===== src/rtl/core/tds_ram.sv =====
// ----------------------------------------------------------------------------
// tds_ram
// Single-port-write, single-port-read synchronous RAM with registered read.
// ----------------------------------------------------------------------------
module tds_ram #(
   parameter int WIDTH = 16,
   parameter int DEPTH = 64
) (
   input  logic                     clock,
   input  logic                     wr_en,
   input  logic [$clog2(DEPTH)-1:0] wr_addr,
   input  logic [WIDTH-1:0]         wr_data,
   input  logic                     rd_en,
   input  logic [$clog2(DEPTH)-1:0] rd_addr,
   output logic [WIDTH-1:0]         rd_data
);

   logic [WIDTH-1:0] mem [DEPTH];

   always_ff @(posedge clock) begin
      if (wr_en) begin
         mem[wr_addr] <= wr_data;
      end
      if (rd_en) begin
         rd_data <= mem[rd_addr];
      end
   end

endmodule


===== config.mk =====
export PLATFORM = sky130hd
export DESIGN_NAME = tds_ram
export DESIGN_NICKNAME = d
export VERILOG_FILES = /design/src/rtl/core/tds_ram.sv
export SDC_FILE = /design/constraint.sdc
export NUM_CORES = 1
export LEC_CHECK = 0
export ABC_AREA = 1
export BUFFER_PORTS_ARGS = -buffer_cell sky130_fd_sc_hd__buf_2
export CAP_MARGIN = 20
export CORE_MARGIN = 2
export CORE_UTILIZATION = 25
export DETAILED_ROUTE_END_ITERATION = 10
export SLEW_MARGIN = 30
export SYNTH_ARGS = -nofsm -noshare
export SYNTH_HDL_FRONTEND = slang
export SYNTH_SLANG_ARGS = --single-unit

===== constraint.sdc =====
create_clock -name clock -period 4.6 [get_ports clock]
set_input_delay 0.92 -clock clock [delete_from_list [all_inputs] [get_ports clock]]
set_output_delay 0.92 -clock clock [all_outputs]
set_load 0.005 [all_outputs]

* After elaboration in Yosys (flattened, before gate mapping)
Memories as Yosys holds them, arrays and structs flattened. A register that Yosys moved wholly into a read port is not among the register bits. Index checks and enable logic that the tools add are counted.
Word-level totals: register bits 0, latch bits 0, RAM bits 1024, memory bits (read-only) 0, input port bits 31, output and inout port bits 16, memories kept 1
Memories:
- mem | depth 64, bits a word 16, read ports 1, clocked after Yosys merged registers in 1, wr ports 1, line 18 | logic [WIDTH-1:0] mem [DEPTH];
Operators by class: add/subtract/negate cells 0, multipliers 0, div/mod/pow operators 0, order comparisons 0, eq/ne operators 0, shift-type cells 0, multiplexer cells 2, bitwise logic cells 0, reduce and logical (&&, ||, !) cells 0
Operators by type and width (number):
- 2-to-1 mux 1 bit | 2

* Depth between registers and ports, before layout
Gate-level depths: netlist of run 1.
depth after elaboration 2, mapped depth 12, gate-level depth less buffers 9

* Worst setup path after synthesis of run 1
Ideal clock, no wire load.
path kind input -> register, start point input wr_en, end point memory mem[48][0], enable pin, library setup time 0.431 ns, arrival time 3.044 ns, data required time 4.169 ns, setup slack 1.126 ns, cell stages on the path 3, cells stage by stage clkbuf_1 nand4_1 nor4_1
On the way: longest elaborated chain between the ends 2
RTL lines:
- from (decl) | line 10 | input logic wr_en,
- 2-to-1 mux 1 bit | line 21 | if (wr_en) begin
- 2-to-1 mux 1 bit (not written as such) | line 22 | mem[wr_addr] <= wr_data;
- to (decl) | line 18
No other way between the ends.

==> qor.csv, run 1 <==
metric,value,unit
seq_area_frac_synth,0.739,
synth_area,0.0423,sq mm
ys_ff_latch,1040,
hold_buffers,0,
skew,31.7,ps
gp_congestion,0.830,
endpoint_kind,flip-flop,
drt-total-wl,116000,um
setup_violations,0,
finalCritPeriodShare,0.647,
core-area,0.168,sq mm
max-slew-margin-rel,0.329,
synth_edf_count,1040,
h-tree-depth,3,
postCtsSetupBuffers,0,
rsz0062_at_grt,false,
layout-drive-gt1-share,0.0867,
die_w,415,um
dr_wl_met2,53700,um
post-synth-top-area-fraction,0.739,
p_switching,4510,uW
initial_core_util,0.252,
clock_sinks,1040,
power_frac_seq,0.529,
ys_async_sr_fraction,0,
crit_cells,11,
viasPerCell,4.65,
yosys-top-cells-area,"edfxtp_1, nand2_1, nand3_1",
dieArea,0.172,sq mm
cp.buffers_inverters,3,
met3_length,8530,um
clkLatencyLatePin,690,ps
worstSetupPathType,in -> reg,
postRouteAntennaNets,0,
overflow,0,
outcome,"complete, no violations",
ys_types,15,
clkPwrFrac,0.409,
p_total,19900,uW
syn_nets,3548,
first_global_vias,25300,
combinationalPowerShare,0.062,
hold_viol_final,0,
highest_layer,met4,
max_cap_viol_count,0,
drt_iter0_drc,2916,
clockBufferDepth,3,
leakagePower,0.0168,uW
dp_hpwl,64700,um
first_pass_iters,6,
cpMaxStageDelayCell,buf_12,
wire_per_inst,19.9,um
ios,47,
die_y,415,um
cts_tree,built,
tns,0,ps
worst_slew_pin_slew,1010,ps
drc_errors,0,
crit_path_start_kind,input pin,
syn2layout_area_growth,14.0,%
worst_ep_arrival_time,3420,ps
io_buffers,46,
wl_met1,49900,um
cp_max_fo,172,
num_vias,27200,
cts_resized,0,
ir_drop,275,uV
power.switching_fraction,0.226,
grt_use_total,0.131,
cp_top_family,buffers and inverters,
slew_violations,0,
fmax,0.336,GHz
syn-mean-instance-area,12.0,sq um
synthFlopType,edfxtp_1,
grt_pass1_wl,172000,um
synthTopCellsByCount,"nand2_1, edfxtp_1, nand3_1",
internal-power,15400,uW
path_clk_slew,70,ps
critical_path.max_stage_delay,460,ps
rows,150,
cp_cell_sequence,"buf_8, inv_16, buf_12, nand2_1, nand3_1, nand3_1, nand2_1, nand2_1, nand3_1, nand3_1, nand2_1",
grt_max_degree,173,
root_buffer,clkbuf_16,
nets,3587,
cts_made_buffers,103,
yosys_warnings,0,
hold_path.class,in -> reg,
worst-r2r-cell-count,8,
syn_inst,3517,
synth_largest_area_cell,edfxtp_1,
antenna_found_initial,10,
min_path_cells,1,
fin_crit,2980,ps
required,5040,ps
post-synth-top-count-cell,nand2_1,
cellPowerDensity,414,mW/mm^2
[layout make-up]
| class | count | area, sq um |
|---|---|---|
| Fill cell | 16900 | 119000 |
| Sequential cell | 1040 | 31200 |
| Multi-Input combinational cell | 2240 | 9640 |
| Tap cell | 2204 | 2760 |
| Clock buffer | 127 | 2690 |
| Timing Repair Buffer | 159 | 1280 |
| Clock inverter | 57 | 512 |
| Inverter | 12 | 71.3 |
| Antenna cell | 7 | 17.5 |
[metrics by stage]
stage	hold slack, ps	instance area, sq um	std cells	setup slack [ps]	util
finish	738	48200	5846	1620	0.288
global route	732	48200	5844	1600	0.288
CTS	713	48200	5839	1810	0.287
detailed placement	861	45000	5655	1060	0.268
global placement	869	44900	5654	1080	0.268
floorplan	797	42300	3517	1130	-
[cell families (layout without fill, tap and decap cells)]
group	count (synthesis)	count (layout)	share of synthesized area
buf+inv	237	355	0.0352
flops	1040	1040	0.739
simple gates	2240	2240	0.226
other cells	0	7	0
[flip-flops by register name, summed over array words and instances (netlist names)]
register	count
rd_data	16
mem	1024
[final timing paths]
kind / slack, ps / endpoint / start
min reg2reg: 880 / rd_data[14] / mem[28][14]
max: 1620 / rd_data[0] / rd_addr[0]
min: 740 / mem[62][12] / wr_data[12]
max reg2reg: 2850 / rd_data[6] / mem[58][6]
[cell usage in the layout, fill, tap and decap left out, types with 2 or more instances in the layout]
master        n
clkinv_1     25
nand2_1    1296
buf_12       14
inv_1         7
inv_16        2
nand3_1     871
diode_2       7
buf_8         2
nand4_1       9
bufinv_16     9
buf_4       101
clkbuf_1     23
nor4_2        8
inv_2         2
clkinv_2     19
nor2_4        6
buf_2        42
nor2_1       49
clkbuf_16   104
edfxtp_1   1040
[power groups by stage]
| stage | logic (uW) | registers [uW] | clock network, uW |
|---|---|---|---|
| finish | 1230 | 10600 | 8160 |
| global route | 1340 | 10500 | 8610 |
| CTS | 1230 | 10600 | 8260 |
| detailed placement | 1230 | 10800 | 0 |
| global placement | 1220 | 10800 | 0 |
| floorplan | 702 | 10700 | 0 |
[worst reg2reg max path: stages (launching register included)]
cell and delay, ps:
edfxtp_1 360, nand2_1 70, nand3_1 90, nand3_1 200
nand2_1 90, nand2_1 70, nand3_1 180, nand3_1 360
nand2_1 90
[routing by layer]
metal  vias to the layer above  GRT usage
met4                         0     0.0505
met2                      1076      0.206
met1                     13400      0.182
met3                       208     0.0203
li1                      12500          -
met5                         -          0
Note: power is estimated with default switching activity, not from simulation.
==> run 2, diff against run 1 <==
Clock period 4.6 ns to 2.4 ns, I/O delays scaled along.
==> run 2 against run 1 <==
Net effect:
- combinational power up 120%
- clock-buffer cell count fell by 7
- sequential power up 91%
- sequential share of layout area shrank 2.3 points
- global-route usage grew 0.46 points
- utilization is 1.1 points higher
- total power is 96% higher
- clock power grew 100%
- critical path depth shrank 10
- highest routed layer unchanged
==> qor.csv, run 2 (synthesized netlist as in run 1, its figures left out) <==
metric,value,unit,change
max-slew-margin-rel,0.433,,+0.105
clockBufferDepth,3,,unchanged
grt_max_degree,79,,-54%
power.switching_fraction,0.229,,+0.00315
min-delay-start,wr_data[4],,
drt-total-wl,120000,um,+3.1%
power_frac_seq,0.517,,-0.012
min_delay_worst_endpoint,mem[45][4],,
cts_made_buffers,105,,+1.9%
ir_drop,667,uV,+140%
rows,150,,unchanged
regToRegSetupSlack,750,ps,-2100 ps
endpoint_kind,primary output,,
path_clk_slew,60,ps,about the same
whs,278,ps,-460 ps
dpl_worst_slack,-81.4,ps,-1140 ps
clkPwrFrac,0.416,,+0.007
h-tree-depth,3,,unchanged
worst_slew_pin_slew,850,ps,-156 ps
cellPowerDensity,782,mW/mm^2,+89%
critical_path.max_stage_delay,670,ps,+210 ps
reg_top3,"mem (1024), rd_data (16)",,
hold_viol_final,0,,unchanged
gp_congestion,0.824,,-0.69%
wire_per_inst,20.2,um,+1.4%
die_w,415,um,unchanged
required,1920,ps,-3120 ps
r2r_start,mem[27][6],,
first_global_vias,26400,,+4.5%
slew_violations,0,,unchanged
overflow,0,,unchanged
dp_hpwl,69700,um,+7.7%
skew,36.0,ps,+4.26 ps
worst_ep_arrival_time,1610,ps,-1810 ps
min_path_cells,2,,+1
postCtsSetupBuffers,0,,unchanged
viasPerCell,4.64,,about the same
grt_pass1_wl,177000,um,+3.1%
largest_reg_flops,1024,,unchanged
hold_buffers,0,,unchanged
die_y,415,um,unchanged
io_buffers,46,,unchanged
cpMaxStageDelayCell,edfxtp_1,,
cp_top_family,flip-flops,,
setup_violations,0,,unchanged
layout_common_cells,"nand2_1, edfxtp_1, nand3_1, buf_4, clkbuf_16",,
cp_cell_sequence,buf_2,,
fmax,0.479,GHz,
crit_path_start_kind,flip-flop,,
grt_use_total,0.136,,+0.00458
worstSetupPathType,reg -> out,,
leakagePower,0.0176,uW,+4.8%
worst-r2r-cell-count,8,,unchanged
cp_max_fo,1,,-99%
num_vias,27600,,+1.7%
internal-power,30100,uW,+95%
antenna_found_initial,11,,+1
core-area,0.168,sq mm,unchanged
outcome,"complete, no violations",,
cp.buffers_inverters,1,,-2
max_cap_viol_count,0,,unchanged
drc_errors,0,,unchanged
regMostFlops,mem,,
first_pass_iters,6,,unchanged
drt_iter0_drc,2850,,-2.3%
p_switching,8960,uW,+99%
finalCritPeriodShare,0.870,,
clkLatencyLatePin,700,ps,about the same
timing.final.ws_setup,312,ps,-1310 ps
clock_sinks,1040,,unchanged
cts_tree,built,,
combinationalPowerShare,0.068,,+0.006
fin_crit,2090,ps,
tns,0,ps,unchanged
syn2layout_area_growth,18.3,%,
dieArea,0.172,sq mm,unchanged
r2r-end,rd_data[6],,
postRouteAntennaNets,0,,unchanged
nets,3677,,+2.5%
layout-drive-gt1-share,0.113,,+0.0263
rsz0062_at_grt,false,,
root_buffer,clkbuf_16,,
p_total,39100,uW,+96%
initial_core_util,0.252,,unchanged
final_common_cell,nand2_1,,
hold_path.class,in -> reg,,
ios,47,,unchanged
cts_resized,0,,unchanged
[run 2: cell types whose count changed in the layout (fill, tap and decap cells not counted), sizes merged]
cell,previous run,this run
clkbuf,127,120
diode,7,6
clkinvlp,1,8
bufinv,9,11
buf,159,247
inv,14,16
clkinv,45,54
[run 2: worst max path at each step]
stage / from / endpoint / slack (ps) / cells after the start
after floorplan: wr_en / mem[48][0] / -630 / 3
after global placement: rd_addr[0] / rd_data[14] / -50 / 12
after detailed placement: rd_addr[0] / rd_data[14] / -80 / 12
after CTS: rd_data[14] / rd_data[14] / 260 / 1
after global routing: rd_data[14] / rd_data[14] / 290 / 1
final: rd_data[14] / rd_data[14] / 310 / 1
[run 2: routing by layer]
| layer | track usage | vias to the layer above | wire, um |
|---|---|---|---|
| met5 | 0 | - | 0 |
| met4 | 0.0437 | 0 | 3270 |
| met3 | 0.0241 | 181 | 9060 |
| met2 | 0.220 | 1110 | 56900 |
| met1 | 0.185 | 13600 | 50700 |
| li1 | - | 12700 | - |
[run 2: power groups by stage]
stage / Combinational (uW) / Sequential (uW) / Clock (uW)
floorplan: 1350 / 20600 / 0
global placement: 2620 / 20600 / 0
detailed placement: 2640 / 20600 / 0
CTS: 2650 / 20200 / 16500
global route: 2870 / 20200 / 17200
finish: 2650 / 20200 / 16300
[run 2: metrics by stage]
| stage | utilization | cells | instance area [sq um] |
|---|---|---|---|
| floorplan | - | 3517 | 42300 |
| global placement | 0.278 | 5743 | 46600 |
| detailed placement | 0.278 | 5743 | 46600 |
| CTS | 0.298 | 5940 | 50000 |
| global route | 0.298 | 5943 | 50000 |
| finish | 0.298 | 5946 | 50000 |
[run 2: layout make-up]
type,instances,area (sq um)
fillers,16700,118000
flip-flops and latches,1040,31200
multi-input cells,2240,9610
repair buffers,247,2890
well taps,2204,2760
clock buffers,120,2680
clock inverters,77,746
inverters,12,71.3
diodes,6,15.0
